`src/rtl/core/key_frequency_table_sorted_dump_assert.svh`:
```
// Assertion macros for the key frequency table with sorted dump.
`ifndef KEY_FREQUENCY_TABLE_SORTED_DUMP_ASSERT_SVH
`define KEY_FREQUENCY_TABLE_SORTED_DUMP_ASSERT_SVH

// Checks a consequence in the same cycle as its antecedent.
`define KFSD_ASSERT_SAME(label, ante, cons, msg) \
  label: assert property (@(posedge clk) disable iff (rst) (ante) |-> (cons)) \
    else $error(msg);

// Checks a consequence in the cycle after its antecedent.
`define KFSD_ASSERT_NEXT(label, ante, cons, msg) \
  label: assert property (@(posedge clk) disable iff (rst) (ante) |=> (cons)) \
    else $error(msg);

`endif

```
`src/rtl/core/kfsd_pkg.sv`:
```
// Shared constants, types and helpers for the key frequency table.
`timescale 1ns / 1ps

package kfsd_pkg;

  localparam int CAPACITY    = 64;
  localparam int COUNT_BITS  = 16;
  localparam int KEY_W       = 8;
  localparam int ADDR_W      = $clog2(CAPACITY);
  localparam int USED_W      = $clog2(CAPACITY + 1);
  localparam int STATUS_W    = 3;
  localparam int OUT_COUNT_W = 16;
  localparam int OUT_POS_W   = 6;
  localparam int COUNT_WIDE  = (COUNT_BITS > OUT_COUNT_W) ? COUNT_BITS : OUT_COUNT_W;
  localparam int POS_WIDE    = (ADDR_W > OUT_POS_W) ? ADDR_W : OUT_POS_W;

  localparam logic [COUNT_BITS-1:0] COUNT_MAX = '1;

  // Result status codes.
  localparam logic [STATUS_W-1:0] ST_RAISED = 3'd0;
  localparam logic [STATUS_W-1:0] ST_NEW    = 3'd1;
  localparam logic [STATUS_W-1:0] ST_DROP   = 3'd2;
  localparam logic [STATUS_W-1:0] ST_DUMP   = 3'd3;
  localparam logic [STATUS_W-1:0] ST_EMPTY  = 3'd4;

  // One table slot.
  typedef struct packed {
    logic [KEY_W-1:0]      key;
    logic [COUNT_BITS-1:0] count;
  } entry_t;

  // Table write address select.
  typedef enum logic [1:0] {
    WA_PREV,
    WA_IDX,
    WA_USED
  } wsel_t;

  // Table write data select.
  typedef enum logic [1:0] {
    WD_READ,
    WD_CUR,
    WD_NEW,
    WD_BUMP
  } wdat_t;

  // Result source select.
  typedef enum logic [2:0] {
    EM_RAISED,
    EM_NEW,
    EM_DROP,
    EM_DUMP,
    EM_EMPTY
  } emit_t;

  // Commands from the controller to the datapath.
  typedef struct packed {
    logic  load;
    logic  idx_clr;
    logic  idx_inc;
    logic  we;
    wsel_t wsel;
    wdat_t wdat;
    logic  cur_load;
    logic  swap_clr;
    logic  swap_set;
    logic  used_inc;
    logic  emit;
    emit_t emit_sel;
  } dp_cmd_t;

  // Status from the datapath to the controller.
  typedef struct packed {
    logic action;
    logic empty;
    logic full;
    logic at_last;
    logic hit;
    logic less;
    logic swapped;
  } dp_stat_t;

  // Low bits of a count for the result port, zero extended if narrower.
  function automatic logic [OUT_COUNT_W-1:0] to_out_count(logic [COUNT_BITS-1:0] c);
    logic [COUNT_WIDE-1:0] w;
    w = COUNT_WIDE'(c);
    return w[OUT_COUNT_W-1:0];
  endfunction

  // Low bits of a slot index for the result port, zero extended if narrower.
  function automatic logic [OUT_POS_W-1:0] to_out_pos(logic [ADDR_W-1:0] p);
    logic [POS_WIDE-1:0] w;
    w = POS_WIDE'(p);
    return w[OUT_POS_W-1:0];
  endfunction

endpackage

```
`src/rtl/core/kfsd_datapath.sv`:
```
// Datapath: slot memory, index and fill registers, sort carry and result registers.
`timescale 1ns / 1ps

module kfsd_datapath
  import kfsd_pkg::*;
(
  input  logic                   clk,
  input  logic                   rst,
  input  logic                   action,
  input  logic [KEY_W-1:0]       key,
  input  dp_cmd_t                cmd,
  output dp_stat_t               stat,
  output logic                   strobe,
  output logic [STATUS_W-1:0]    status,
  output logic [KEY_W-1:0]       entry_key,
  output logic [OUT_COUNT_W-1:0] entry_count,
  output logic [OUT_POS_W-1:0]   entry_position,
  output logic                   last
);

  entry_t                mem [CAPACITY];
  entry_t                rd;
  entry_t                cur;
  entry_t                wdata;
  logic [ADDR_W-1:0]     waddr;
  logic [ADDR_W-1:0]     idx;
  logic [USED_W-1:0]     used;
  logic [USED_W-1:0]     used_m1;
  logic                  swapped;
  logic                  action_r;
  logic [KEY_W-1:0]      key_r;
  logic [COUNT_BITS-1:0] bump;

  // Saturating increment of the count just read.
  assign bump    = (rd.count == COUNT_MAX) ? rd.count : rd.count + COUNT_BITS'(1);
  assign used_m1 = used - USED_W'(1);

  // Status toward the controller.
  assign stat.action  = action_r;
  assign stat.empty   = (used == '0);
  assign stat.full    = (used == USED_W'(CAPACITY));
  assign stat.at_last = (USED_W'(idx) == used_m1);
  assign stat.hit     = (rd.key == key_r);
  assign stat.less    = (cur.count < rd.count);
  assign stat.swapped = swapped;

  // Write address and data selection.
  always_comb begin
    case (cmd.wsel)
      WA_PREV: waddr = idx - ADDR_W'(1);
      WA_IDX:  waddr = idx;
      WA_USED: waddr = ADDR_W'(used);
      default: waddr = idx;
    endcase
    case (cmd.wdat)
      WD_READ: wdata = rd;
      WD_CUR:  wdata = cur;
      WD_NEW:  wdata = '{key: key_r, count: COUNT_BITS'(1)};
      WD_BUMP: wdata = '{key: key_r, count: bump};
      default: wdata = rd;
    endcase
  end

  // Slot memory: one write port, one registered read port at the index.
  always_ff @(posedge clk) begin
    if (cmd.we) begin
      mem[waddr] <= wdata;
    end
    rd <= mem[idx];
  end

  // Item latch and sort carry register.
  always_ff @(posedge clk) begin
    if (cmd.load) begin
      action_r <= action;
      key_r    <= key;
    end
    if (cmd.cur_load) begin
      cur <= rd;
    end
  end

  // Index, fill count and swap flag.
  always_ff @(posedge clk) begin
    if (rst) begin
      idx     <= '0;
      used    <= '0;
      swapped <= 1'b0;
    end else begin
      if (cmd.idx_clr) begin
        idx <= '0;
      end else if (cmd.idx_inc) begin
        idx <= idx + ADDR_W'(1);
      end
      if (cmd.used_inc) begin
        used <= used + USED_W'(1);
      end
      if (cmd.swap_clr) begin
        swapped <= 1'b0;
      end else if (cmd.swap_set) begin
        swapped <= 1'b1;
      end
    end
  end

  // Result strobe.
  always_ff @(posedge clk) begin
    if (rst) begin
      strobe <= 1'b0;
    end else begin
      strobe <= cmd.emit;
    end
  end

  // Result payload registers.
  always_ff @(posedge clk) begin
    if (cmd.emit) begin
      case (cmd.emit_sel)
        EM_RAISED: begin
          status         <= ST_RAISED;
          entry_key      <= key_r;
          entry_count    <= to_out_count(bump);
          entry_position <= to_out_pos(idx);
          last           <= 1'b1;
        end
        EM_NEW: begin
          status         <= ST_NEW;
          entry_key      <= key_r;
          entry_count    <= to_out_count(COUNT_BITS'(1));
          entry_position <= to_out_pos(ADDR_W'(used));
          last           <= 1'b1;
        end
        EM_DROP: begin
          status         <= ST_DROP;
          entry_key      <= key_r;
          entry_count    <= '0;
          entry_position <= '0;
          last           <= 1'b1;
        end
        EM_DUMP: begin
          status         <= ST_DUMP;
          entry_key      <= rd.key;
          entry_count    <= to_out_count(rd.count);
          entry_position <= to_out_pos(idx);
          last           <= stat.at_last;
        end
        default: begin
          status         <= ST_EMPTY;
          entry_key      <= '0;
          entry_count    <= '0;
          entry_position <= '0;
          last           <= 1'b1;
        end
      endcase
    end
  end

endmodule

```
`src/rtl/core/kfsd_ctrl.sv`:
```
// Controller: sequences lookup, append, bubble sort passes and the dump walk.
`timescale 1ns / 1ps

module kfsd_ctrl
  import kfsd_pkg::*;
(
  input  logic     clk,
  input  logic     rst,
  input  logic     start,
  output logic     busy,
  input  dp_stat_t stat,
  output dp_cmd_t  cmd
);

  typedef enum logic [3:0] {
    S_IDLE,
    S_DISPATCH,
    S_L_RD,
    S_L_CMP,
    S_S_RD0,
    S_S_LOAD,
    S_S_RD,
    S_S_CMP,
    S_S_END,
    S_D_RD,
    S_D_OUT
  } state_t;

  state_t state;
  state_t state_next;

  // State register.
  always_ff @(posedge clk) begin
    if (rst) begin
      state <= S_IDLE;
    end else begin
      state <= state_next;
    end
  end

  assign busy = (state != S_IDLE);

  // Next state and datapath commands.
  always_comb begin
    state_next = state;
    cmd        = '0;
    unique case (state)
      S_IDLE: begin
        if (start) begin
          cmd.load    = 1'b1;
          cmd.idx_clr = 1'b1;
          state_next  = S_DISPATCH;
        end
      end
      // Slot zero is read at the end of this cycle.
      S_DISPATCH: begin
        if (!stat.action) begin
          if (stat.empty) begin
            cmd.we       = 1'b1;
            cmd.wsel     = WA_USED;
            cmd.wdat     = WD_NEW;
            cmd.used_inc = 1'b1;
            cmd.emit     = 1'b1;
            cmd.emit_sel = EM_NEW;
            state_next   = S_IDLE;
          end else begin
            state_next = S_L_CMP;
          end
        end else begin
          if (stat.empty) begin
            cmd.emit     = 1'b1;
            cmd.emit_sel = EM_EMPTY;
            state_next   = S_IDLE;
          end else begin
            cmd.swap_clr = 1'b1;
            state_next   = S_S_LOAD;
          end
        end
      end
      S_L_RD: begin
        state_next = S_L_CMP;
      end
      // Compare one slot against the key; append or drop after the last one.
      S_L_CMP: begin
        if (stat.hit) begin
          cmd.we       = 1'b1;
          cmd.wsel     = WA_IDX;
          cmd.wdat     = WD_BUMP;
          cmd.emit     = 1'b1;
          cmd.emit_sel = EM_RAISED;
          state_next   = S_IDLE;
        end else if (stat.at_last) begin
          cmd.emit = 1'b1;
          if (stat.full) begin
            cmd.emit_sel = EM_DROP;
          end else begin
            cmd.we       = 1'b1;
            cmd.wsel     = WA_USED;
            cmd.wdat     = WD_NEW;
            cmd.used_inc = 1'b1;
            cmd.emit_sel = EM_NEW;
          end
          state_next = S_IDLE;
        end else begin
          cmd.idx_inc = 1'b1;
          state_next  = S_L_RD;
        end
      end
      S_S_RD0: begin
        state_next = S_S_LOAD;
      end
      // Take slot zero as the carried entry of a new pass, or go to the dump if it is the only entry.
      S_S_LOAD: begin
        if (stat.at_last) begin
          cmd.idx_clr = 1'b1;
          state_next  = S_D_RD;
        end else begin
          cmd.cur_load = 1'b1;
          cmd.idx_inc  = 1'b1;
          state_next   = S_S_RD;
        end
      end
      S_S_RD: begin
        state_next = S_S_CMP;
      end
      // The larger count moves left; equal counts keep their order.
      S_S_CMP: begin
        cmd.we   = 1'b1;
        cmd.wsel = WA_PREV;
        if (stat.less) begin
          cmd.wdat     = WD_READ;
          cmd.swap_set = 1'b1;
        end else begin
          cmd.wdat     = WD_CUR;
          cmd.cur_load = 1'b1;
        end
        if (stat.at_last) begin
          state_next = S_S_END;
        end else begin
          cmd.idx_inc = 1'b1;
          state_next  = S_S_RD;
        end
      end
      // Park the carried entry in the last slot; repeat while anything moved.
      S_S_END: begin
        cmd.we      = 1'b1;
        cmd.wsel    = WA_IDX;
        cmd.wdat    = WD_CUR;
        cmd.idx_clr = 1'b1;
        if (stat.swapped) begin
          cmd.swap_clr = 1'b1;
          state_next   = S_S_RD0;
        end else begin
          state_next = S_D_RD;
        end
      end
      S_D_RD: begin
        state_next = S_D_OUT;
      end
      S_D_OUT: begin
        cmd.emit     = 1'b1;
        cmd.emit_sel = EM_DUMP;
        if (stat.at_last) begin
          state_next = S_IDLE;
        end else begin
          cmd.idx_inc = 1'b1;
          state_next  = S_D_RD;
        end
      end
      default: begin
        state_next = S_IDLE;
      end
    endcase
  end

endmodule

```
`src/rtl/core/key_frequency_table_sorted_dump.sv`:
```
// Top level of the key frequency table with sorted dump.
`timescale 1ns / 1ps
`include "key_frequency_table_sorted_dump_assert.svh"

// An item is taken at a clock edge where start is high and busy is low; one
// item is worked on at a time. Each result appears for exactly one cycle,
// marked by strobe, and the receiver cannot stall it, so it must take every
// transfer as it comes. The table lives in a memory with one write port and
// one registered read port, and each slot visit is a read and then a compare
// on that port. A record of a key walks the slots from slot zero until the
// key is found, or to the last slot for a new or dropped key; an empty table
// takes a new key in slot zero straight from dispatch. A dump sorts in place
// with stable bubble passes, the dispatch cycle standing in for the read of
// the first pass, repeated until a pass moves nothing (at most used passes),
// and then emits one result per slot in slot order. A table with one entry
// skips the passes. A dump of an empty table gives a single empty result.
// Each strobe is registered and comes in the cycle after the one that
// produced it.

module key_frequency_table_sorted_dump
  import kfsd_pkg::*;
(
  input  logic                   clk,
  input  logic                   rst,
  input  logic                   start,
  output logic                   busy,
  input  logic                   action,
  input  logic [KEY_W-1:0]       key,
  output logic                   strobe,
  output logic [STATUS_W-1:0]    status,
  output logic [KEY_W-1:0]       entry_key,
  output logic [OUT_COUNT_W-1:0] entry_count,
  output logic [OUT_POS_W-1:0]   entry_position,
  output logic                   last
);

  dp_cmd_t  cmd;
  dp_stat_t stat;

  // Sequencer.
  kfsd_ctrl u_ctrl (
    .clk   (clk),
    .rst   (rst),
    .start (start),
    .busy  (busy),
    .stat  (stat),
    .cmd   (cmd)
  );

  // Table storage and result registers.
  kfsd_datapath u_datapath (
    .clk            (clk),
    .rst            (rst),
    .action         (action),
    .key            (key),
    .cmd            (cmd),
    .stat           (stat),
    .strobe         (strobe),
    .status         (status),
    .entry_key      (entry_key),
    .entry_count    (entry_count),
    .entry_position (entry_position),
    .last           (last)
  );

  // An accepted item always keeps the block busy in the cycle after it is taken.
  `KFSD_ASSERT_NEXT(a_accept_busy, start && !busy, busy, "accepted item did not start work")
  // The final result of an item leaves the block ready for the next one.
  `KFSD_ASSERT_SAME(a_last_idle, strobe && last, !busy, "busy after final result")
  // More results are pending after a result without the last mark.
  `KFSD_ASSERT_SAME(a_more_busy, strobe && !last, busy, "idle with results pending")
  // A result only follows a cycle of work.
  `KFSD_ASSERT_SAME(a_strobe_src, strobe, $past(busy), "result without work")

endmodule

```
`config.mk`:
```
export PLATFORM = sky130hd
export DESIGN_NAME = key_frequency_table_sorted_dump
export DESIGN_NICKNAME = d
export VERILOG_FILES = /design/src/rtl/core/kfsd_pkg.sv /design/src/rtl/core/kfsd_datapath.sv /design/src/rtl/core/kfsd_ctrl.sv /design/src/rtl/core/key_frequency_table_sorted_dump.sv
export VERILOG_INCLUDE_DIRS = /design/src /design/src/rtl/core
export SDC_FILE = /design/constraint.sdc
export NUM_CORES = 2
export LEC_CHECK = 0
export ABC_AREA = 1
export BUFFER_PORTS_ARGS = -buffer_cell sky130_fd_sc_hd__buf_2
export CELL_PAD_IN_SITES_DETAIL_PLACEMENT = 1
export CELL_PAD_IN_SITES_GLOBAL_PLACEMENT = 2
export CORE_ASPECT_RATIO = 1.75
export CORE_UTILIZATION = 28
export DETAILED_ROUTE_END_ITERATION = 10
export MAX_ROUTING_LAYER = met4
export PLACE_DENSITY = 0.55
export SLEW_MARGIN = 40
export SYNTH_ARGS = -nofsm -noshare
export SYNTH_HDL_FRONTEND = slang
export SYNTH_SLANG_ARGS = --single-unit
```
`constraint.sdc`:
```
create_clock -name clk -period 5.9 [get_ports clk]
set_clock_uncertainty 0.2 [all_clocks]
set_input_delay 0.295 -clock clk [delete_from_list [all_inputs] [get_ports clk]]
set_output_delay 0.295 -clock clk [all_outputs]
set_load 0.01 [all_outputs]
```
-- After elaboration in Yosys (flattened, before gate mapping)
Memory sizes are Yosys's and may differ from the RTL's. A register that Yosys moved wholly into a read port is not among the register bits.
Index checks and enable logic that the tools add are counted.
- bits in registers: 86
- bits in writable memories: 1536
- input bits: 12
- output and inout port bits: 36
- word-level logic and storage cells: 107
- memories kept: 1
- memory list (memory ; depth ; width ; rd ports ; clocked after memory_dff ; write ports ; RTL line ; source):
    u_datapath.mem ; 64 ; 24 ; 1 ; 1 ; 1 ; kfsd_datapath.sv:21 ; entry_t mem [CAPACITY];
- add/sub/neg operators: 5
- magnitude comparators: 1
- equality and inequality tests: 22
- muxes and demuxes: 53
- reductions and logical operators: 11
- operators with widths (cell ; number):
    $pmux W24 S4 ; 1
    $pmux W16 S3 ; 1
    $pmux W4 S11 ; 1
    $mux W5 ; 7
    $mux W4 ; 8
    $pmux W6 S2 ; 2
    $pmux W5 S4 ; 1
    $add A16 B1 Y16 const B ; 1
    $eq A16 B16 Y1 const B ; 1
    $eq A4 B3 Y1 const B ; 4
    $lt A16 B16 Y1 ; 1
    $mux W1 ; 16
    $mux W16 ; 1
    $pmux W8 S2 ; 1
    $eq A4 B4 Y1 const B ; 3
    $pmux W3 S4 ; 1
    $pmux W4 S3 ; 1
    $mux W2 ; 5
    $eq A4 B2 Y1 const B ; 2
    $eq A8 B8 Y1 ; 1
    $pmux W1 S2 ; 4
    $add A7 B1 Y7 const B ; 1
    $eq A6 B7 Y1 ; 1
    $eq A7 B7 Y1 const B ; 1
    18 further kinds ; 26

-- Depth between registers and ports, before layout
- word-level depth: 8
- mapped depth: 20

-- Hierarchy
A second synthesis with hierarchy kept.
- cell total of the unflattened synthesis: 6524
- area, all modules: 69847.0 um^2
- modules (own cells, without submodules) (module ; times used ; cells an instance ; area an instance (um^2)):
    kfsd_datapath ; 1 ; 6430 ; 69372.8
    kfsd_ctrl ; 1 ; 94 ; 474.2

-- Worst setup path after synthesis
OpenSTA, ideal clock, no wires.
- kind: flip-flop to flip-flop
- start: reg u_datapath.used[0]
- end: mem u_datapath.mem[0][10] (netlist bit) (data pin)
- arrival time: 4.583 ns
- required time: 4.998 ns
- path slack: 0.415 ns
- stages on the path, launching flop included: 17
- buffers on the path: 1
- clock period less this slack: 5.485 ns
- cells stage by stage: dfxtp_1 -> inv_1 -> ha_1 -> inv_1 -> nand2_1 -> nand2_1 -> nor2_1 -> nand2_1 -> nor2_1 -> nand2_1 -> nor2_8 -> nand3_1 -> nand3_2 -> nor2_4 -> inv_1 -> clkbuf_1 -> o21ai_0
- RTL lines (element ; RTL line ; source):
    start: declaration ; kfsd_datapath.sv:27 ; logic [USED_W-1:0] used;
    start signal: assignment ; kfsd_datapath.sv:96 ; used <= used + USED_W'(1);
    end: declaration ; kfsd_datapath.sv:21 ;

-- Final worst setup path
- start: reg u_datapath.used[0]
- end: mem u_datapath.mem[33][15] (netlist bit) (enable)
- word-level cells in the longest chain between the ends: 7
- elaborated cells between the ends (all ways): 15
- those cells by class: add/sub: 1; eq/ne: 3; mux: 9; reduce/logical: 2
- ends and longest elaborated chain (element ; RTL line ; source):
    $sub A7 B1 Y7 * ; kfsd_datapath.sv:36 ; assign used_m1 = used - USED_W'(1);
    named net u_datapath.used_m1[0] ; kfsd_datapath.sv:28 ; logic [USED_W-1:0] used_m1;
    $eq A6 B7 Y1 * ; kfsd_datapath.sv:42 ; assign stat.at_last = (USED_W'(idx) == used_m1);
    $mux W5 * ; kfsd_ctrl.sv:92 ; end else if (stat.at_last) begin
    $mux W5 * ; kfsd_ctrl.sv:85 ; if (stat.hit) begin
    $pmux W5 S4 * ; kfsd_ctrl.sv:47 ; unique case (state)
    $eq A2 B2 Y1, or another cell as far along ; kfsd_datapath.sv:49 ; case (cmd.wsel)
    $pmux W6 S2 / $mux W1 (equally long branches) ; kfsd_datapath.sv:49, kfsd_datapath.sv:67 ;
The timed path passes the listed nets; every way through them passes the cells marked *.

==> flow_results.xml <==
<?xml version="1.0" encoding="UTF-8"?>
<metrics>
  <group name="clocking">
    <metric name="clk_latency" unit="ns">0.82</metric>
    <metric name="clkTransAtPathRegs" unit="ns">0.06</metric>
    <metric name="cts_resized" unit="">0</metric>
    <metric name="cts_tree" unit="">yes</metric>
    <metric name="clock_path_buffers" unit="">4</metric>
    <metric name="tritoncts.num_buffers" unit="">165</metric>
    <metric name="clock_tree.root_cell" unit="">clkbuf_16</metric>
    <metric name="numClockSinks" unit="">1646</metric>
    <metric name="cts_max_level" unit="">4</metric>
  </group>
  <group name="synthesis">
    <metric name="synth_top_family_by_area" unit="">compound AO/OA/AOI/OAI gates</metric>
    <metric name="synthesis.nets" unit="">5104</metric>
    <metric name="synth.lib_cells_used.distinct" unit="">41</metric>
    <metric name="sequential_cell_area_fraction_in_the_yosys_report" unit="">0.754</metric>
    <metric name="ys_warn_count" unit="">0</metric>
    <metric name="synth_top_cells_by_area" unit="">edfxtp_1 (74%), o21ai_0 (6.4%), nor2_1 (5.3%), o22ai_1 (3.8%), nand2_1 (2.8%)</metric>
    <metric name="async_reset_ff_frac" unit="">0</metric>
    <metric name="count_of_flip_flops_with_a_built_in_enable_after_synthesis" unit="">1603</metric>
    <metric name="yosys_most_used_dff" unit="">edfxtp_1</metric>
    <metric name="synthesis.area_per_instance" unit="um2">12.8</metric>
    <metric name="netlist.top_cell.by_area" unit="">edfxtp_1</metric>
    <metric name="post-synth-top-area-fraction" unit="">0.741</metric>
    <metric name="yosys.area_share.xor_xnor" unit="">0.00296</metric>
    <metric name="synthesis.instances" unit="">5071</metric>
    <metric name="synthAdderAreaFrac" unit="">0.00404</metric>
    <metric name="fraction_of_the_mapped_netlist_area_in_simple_logic_gates" unit="">0.0990</metric>
    <metric name="synth_common_cells" unit="">edfxtp_1 (1603), nor2_1 (910), o21ai_0 (827), nand2_1 (490), o22ai_1 (393)</metric>
    <metric name="yosysMostFrequentCell" unit="">edfxtp_1</metric>
    <metric name="ys_seq_elements" unit="">1646</metric>
    <metric name="mappedNetlistArea" unit="mm2">0.0650</metric>
    <metric name="synth_compound_gate_area_share" unit="">0.116</metric>
    <metric name="mux_contribution_to_synthesized_area" unit="">0</metric>
  </group>
  <group name="setup_path">
    <metric name="worst_r2r_path_depth" unit="">18</metric>
    <metric name="crit_path_class" unit="">flip-flop to flip-flop</metric>
    <metric name="r2r-end" unit="">u_datapath.mem[33][15]$_DFFE_PP_</metric>
    <metric name="worstSetupStartpointType" unit="">flip-flop</metric>
    <metric name="regToRegSetupSlack" unit="ns">1.19</metric>
    <metric name="worst-endpoint-arrival" unit="ns">4.97</metric>
    <metric name="crit_path_end_kind" unit="">flip-flop</metric>
    <metric name="crit_path_max_fanout" unit="">24</metric>
    <metric name="critical_path_required" unit="ns">6.16</metric>
    <metric name="r2r-start" unit="">u_datapath.used[0]$_SDFFE_PP0P_</metric>
  </group>
  <group name="route">
    <metric name="remaining_drc_errors" unit="">0</metric>
    <metric name="vias_per_cell" unit="">5.03</metric>
    <metric name="postRouteWirelength" unit="um">238000</metric>
    <metric name="count_of_antenna_violating_nets_left_after_detailed_routing" unit="">0</metric>
    <metric name="detailedRoute.firstPassIterationCount" unit="">5</metric>
    <metric name="detailroute.via_count" unit="">41929</metric>
    <metric name="wl_per_cell" unit="um">28.5</metric>
    <metric name="initialDrtViolationCount" unit="">2718</metric>
  </group>
  <group name="timing">
    <metric name="layout_worst_path_cycle_share" unit="">0.799</metric>
    <metric name="slew_headroom" unit="">0.440</metric>
    <metric name="setup_viol" unit="">0</metric>
    <metric name="hold_violations" unit="">0</metric>
    <metric name="worst_slew_pin_slew" unit="ns">0.840</metric>
    <metric name="achievable-frequency" unit="MHz">212</metric>
    <metric name="period_minus_slack" unit="ns">4.71</metric>
    <metric name="grt_setup_unrepaired" unit="">false</metric>
    <metric name="setup-tns-final" unit="ns">0</metric>
    <metric name="slew_viol_final" unit="">0</metric>
  </group>
  <group name="grt">
    <metric name="maximum_number_of_pins_on_one_net_before_global_route_repair" unit="">145</metric>
    <metric name="gr-usage-all-layers" unit="">0.205</metric>
    <metric name="met3_track_demand_over_resource" unit="">0.0161</metric>
    <metric name="grt.met1_usage" unit="">0.228</metric>
    <metric name="grt_overflow_total" unit="">0</metric>
    <metric name="grt_first_pass_wirelength" unit="um">333000</metric>
    <metric name="grt_most_used_layer" unit="">met2</metric>
    <metric name="initial_antenna_violation_count" unit="">10</metric>
    <metric name="gr-usage-met2" unit="">0.376</metric>
    <metric name="via_count_of_the_first_global_routing_pass" unit="">43432</metric>
  </group>
  <group name="power_and_ir_drop">
    <metric name="combinationalPowerShare" unit="">0.047</metric>
    <metric name="power_density" unit="mW/mm2">325</metric>
    <metric name="ir_worst_vdd" unit="uV">180</metric>
    <metric name="power.net_switching" unit="mW">5.52</metric>
    <metric name="switching_share" unit="">0.224</metric>
    <metric name="pwr-share-seq" unit="">0.530</metric>
    <metric name="static-leakage-power" unit="nW">24.7</metric>
    <metric name="power.share.clock" unit="">0.423</metric>
    <metric name="p_int" unit="mW">19.1</metric>
    <metric name="power" unit="mW">24.6</metric>
  </group>
  <group name="worst_hold_path">
    <metric name="hold_path_class" unit="">input pin to flip-flop</metric>
    <metric name="min-delay-start" unit="">rst</metric>
    <metric name="timing.hold.worst_endpoint" unit="">u_ctrl.state[3]$_SDFFE_PP0P_</metric>
    <metric name="hold_depth" unit="">3</metric>
  </group>
  <group name="place">
    <metric name="dp_hpwl" unit="um">145000</metric>
    <metric name="numPortBuffers" unit="">47</metric>
    <metric name="placed_cell_area" unit="mm2">0.0704</metric>
    <metric name="gp_congestion" unit="">0.841</metric>
    <metric name="numPlacedInstances" unit="">8021</metric>
  </group>
  <group name="flow_run">
    <metric name="maxCapViolations" unit="">0</metric>
  </group>
  <group name="layout">
    <metric name="finish.utilization" unit="">0.329</metric>
    <metric name="area_growth" unit="%">16.6</metric>
    <metric name="layout-drive-gt1-share" unit="">0.109</metric>
    <metric name="layout.filler_cells" unit="">24439</metric>
    <metric name="finalNonFillerCells" unit="">8341</metric>
    <metric name="num-nets-final" unit="">5188</metric>
    <metric name="final_design_area_no_fill" unit="mm2">0.0758</metric>
  </group>
  <group name="floorplan">
    <metric name="ios" unit="">48</metric>
    <metric name="die_width" unit="um">366</metric>
    <metric name="die_area" unit="mm2">0.234</metric>
    <metric name="die_height" unit="um">639</metric>
    <metric name="placementRows" unit="">233</metric>
    <metric name="placeableCoreArea" unit="mm2">0.230</metric>
    <metric name="start_util" unit="">0.282</metric>
  </group>
  <group name="run_status">
    <metric name="status" unit="">completed</metric>
  </group>
</metrics>
-- worst max-delay path: stages, from the launching register on --
cell      delay [ns]
dfxtp_1         0.39
inv_1           0.17
ha_1            0.34
inv_1           0.05
nand2_1         0.07
nand2_1         0.06
nor2_1          0.11
nand2_1         0.08
nor2_1          0.09
nand2_1         0.14
nor2_8          0.21
nand3_4         0.18
nand2_2         0.29
nand2_1         0.16
nand3b_1        0.24
nand3_1         0.60
buf_4           0.43
nor2_4          0.11
buf_4           0.41
-- metal layers --
layer | routed length, um | part of all wire
met1 | 92400 | 0.39
met2 | 128000 | 0.54
met3 | 6660 | 0.028
met4 | 10900 | 0.046
met5 | 0 | 0
-- logic make-up after synthesis --
group                      count (synthesis)
AOI/OAI and AO/OA                       1374
adders and majority gates                 21
DFF                                     1646
and+or+nand+nor                         1601
buffers and inverters                    407
xor gates and xnor gates                  22
-- power groups by stage --
| stage | registers [mW] | logic [mW] | clock network [mW] |
|---|---|---|---|
| 2_1_floorplan | 13.4 | 0.476 | 0 |
| 3_3_place_gp | 13.3 | 1.17 | 0 |
| 3_5_place_dp | 13.3 | 1.19 | 0 |
| 4_1_cts | 13.1 | 1.20 | 10.7 |
| 5_1_grt | 13.1 | 1.24 | 11.0 |
| 6_report | 13.1 | 1.17 | 10.4 |
-- cell usage in the layout (no fill, tap or decap), types with 13 or more instances in the layout --
cell	synthesis	layout
a211oi_1	17	15
a21oi_1	91	91
a221oi_1	27	25
buf_12	0	33
buf_2	13	53
buf_4	0	114
bufinv_16	0	15
clkbuf_1	297	35
clkbuf_16	0	168
clkinv_1	4	40
clkinv_2	0	27
dfxtp_1	43	40
dlygate4sd3_1	0	21
edfxtp_1	1603	1603
ha_1	21	21
inv_1	72	69
nand2_1	490	490
nand3_1	93	83
nand3_2	4	13
nand4_1	61	61
nor2_1	910	842
nor2_2	3	29
nor2_4	3	45
nor3_1	19	18
o21ai_0	827	810
o21ai_4	0	15
o22ai_1	393	393
xor2_1	19	19
-- worst max path at each step --
| stage | from | endpoint | slack (ns) | cells after the start |
|---|---|---|---|---|
| final | u_datapath.used[0]$_SDFFE_PP0P_ | u_datapath.mem[33][15]$_DFFE_PP_ | 1.19 | 18 |
| after global routing | u_datapath.used[0]$_SDFFE_PP0P_ | u_datapath.mem[38][16]$_DFFE_PP_ | 1.01 | 17 |
| after CTS | u_datapath.used[0]$_SDFFE_PP0P_ | u_datapath.mem[33][15]$_DFFE_PP_ | 1.19 | 18 |
| after detailed placement | u_datapath.used[0]$_SDFFE_PP0P_ | u_datapath.mem[33][13]$_DFFE_PP_ | 1.21 | 18 |
| after global placement | u_datapath.used[0]$_SDFFE_PP0P_ | u_datapath.mem[38][2]$_DFFE_PP_ | 1.17 | 16 |
| after floorplan | u_datapath.used[0]$_SDFFE_PP0P_ | u_datapath.mem[0][10]$_DFFE_PP_ | 0.42 | 16 |
-- sequential cells by signal, indices dropped and copies added, names as in the netlist --
register and cells:
u_ctrl.state 4, u_datapath.last 1, u_datapath.cur 24, u_datapath.strobe 1, u_datapath.used 7, u_datapath.idx 6
u_datapath.entry_count 16, u_datapath.entry_key 8, u_datapath.mem 1536, u_datapath.action_r 1, u_datapath.key_r 8, u_datapath.swapped 1
u_datapath.entry_position 6, u_datapath.rd 24, u_datapath.status 3
-- final cells by class --
cell class,instances,area (um2),share of cell area
flip-flops and latches,1646,49000,0.646
multi-input cells,3018,15100,0.199
clock buffers,203,4340,0.0572
well taps,3055,3820,0.0504
repair buffers,244,2420,0.0320
clock inverters,86,790,0.0104
inverters,80,318,0.00419
diodes,9,22.5,0.000297
-- stage by stage --
stage	hold slack (ns)	setup WS [ns]
floorplan	0.194	0.415
global placement	0.246	1.17
detailed placement	0.254	1.21
CTS	0.147	1.19
global route	0.219	1.01
finish	0.198	1.19
-- what timing repair did --
action,4_1_cts,5_1_grt
hold buffers,21,0
hold endpoints to repair,36,0
buffers inserted,0,0
Power figures use the tool's default switching activity.
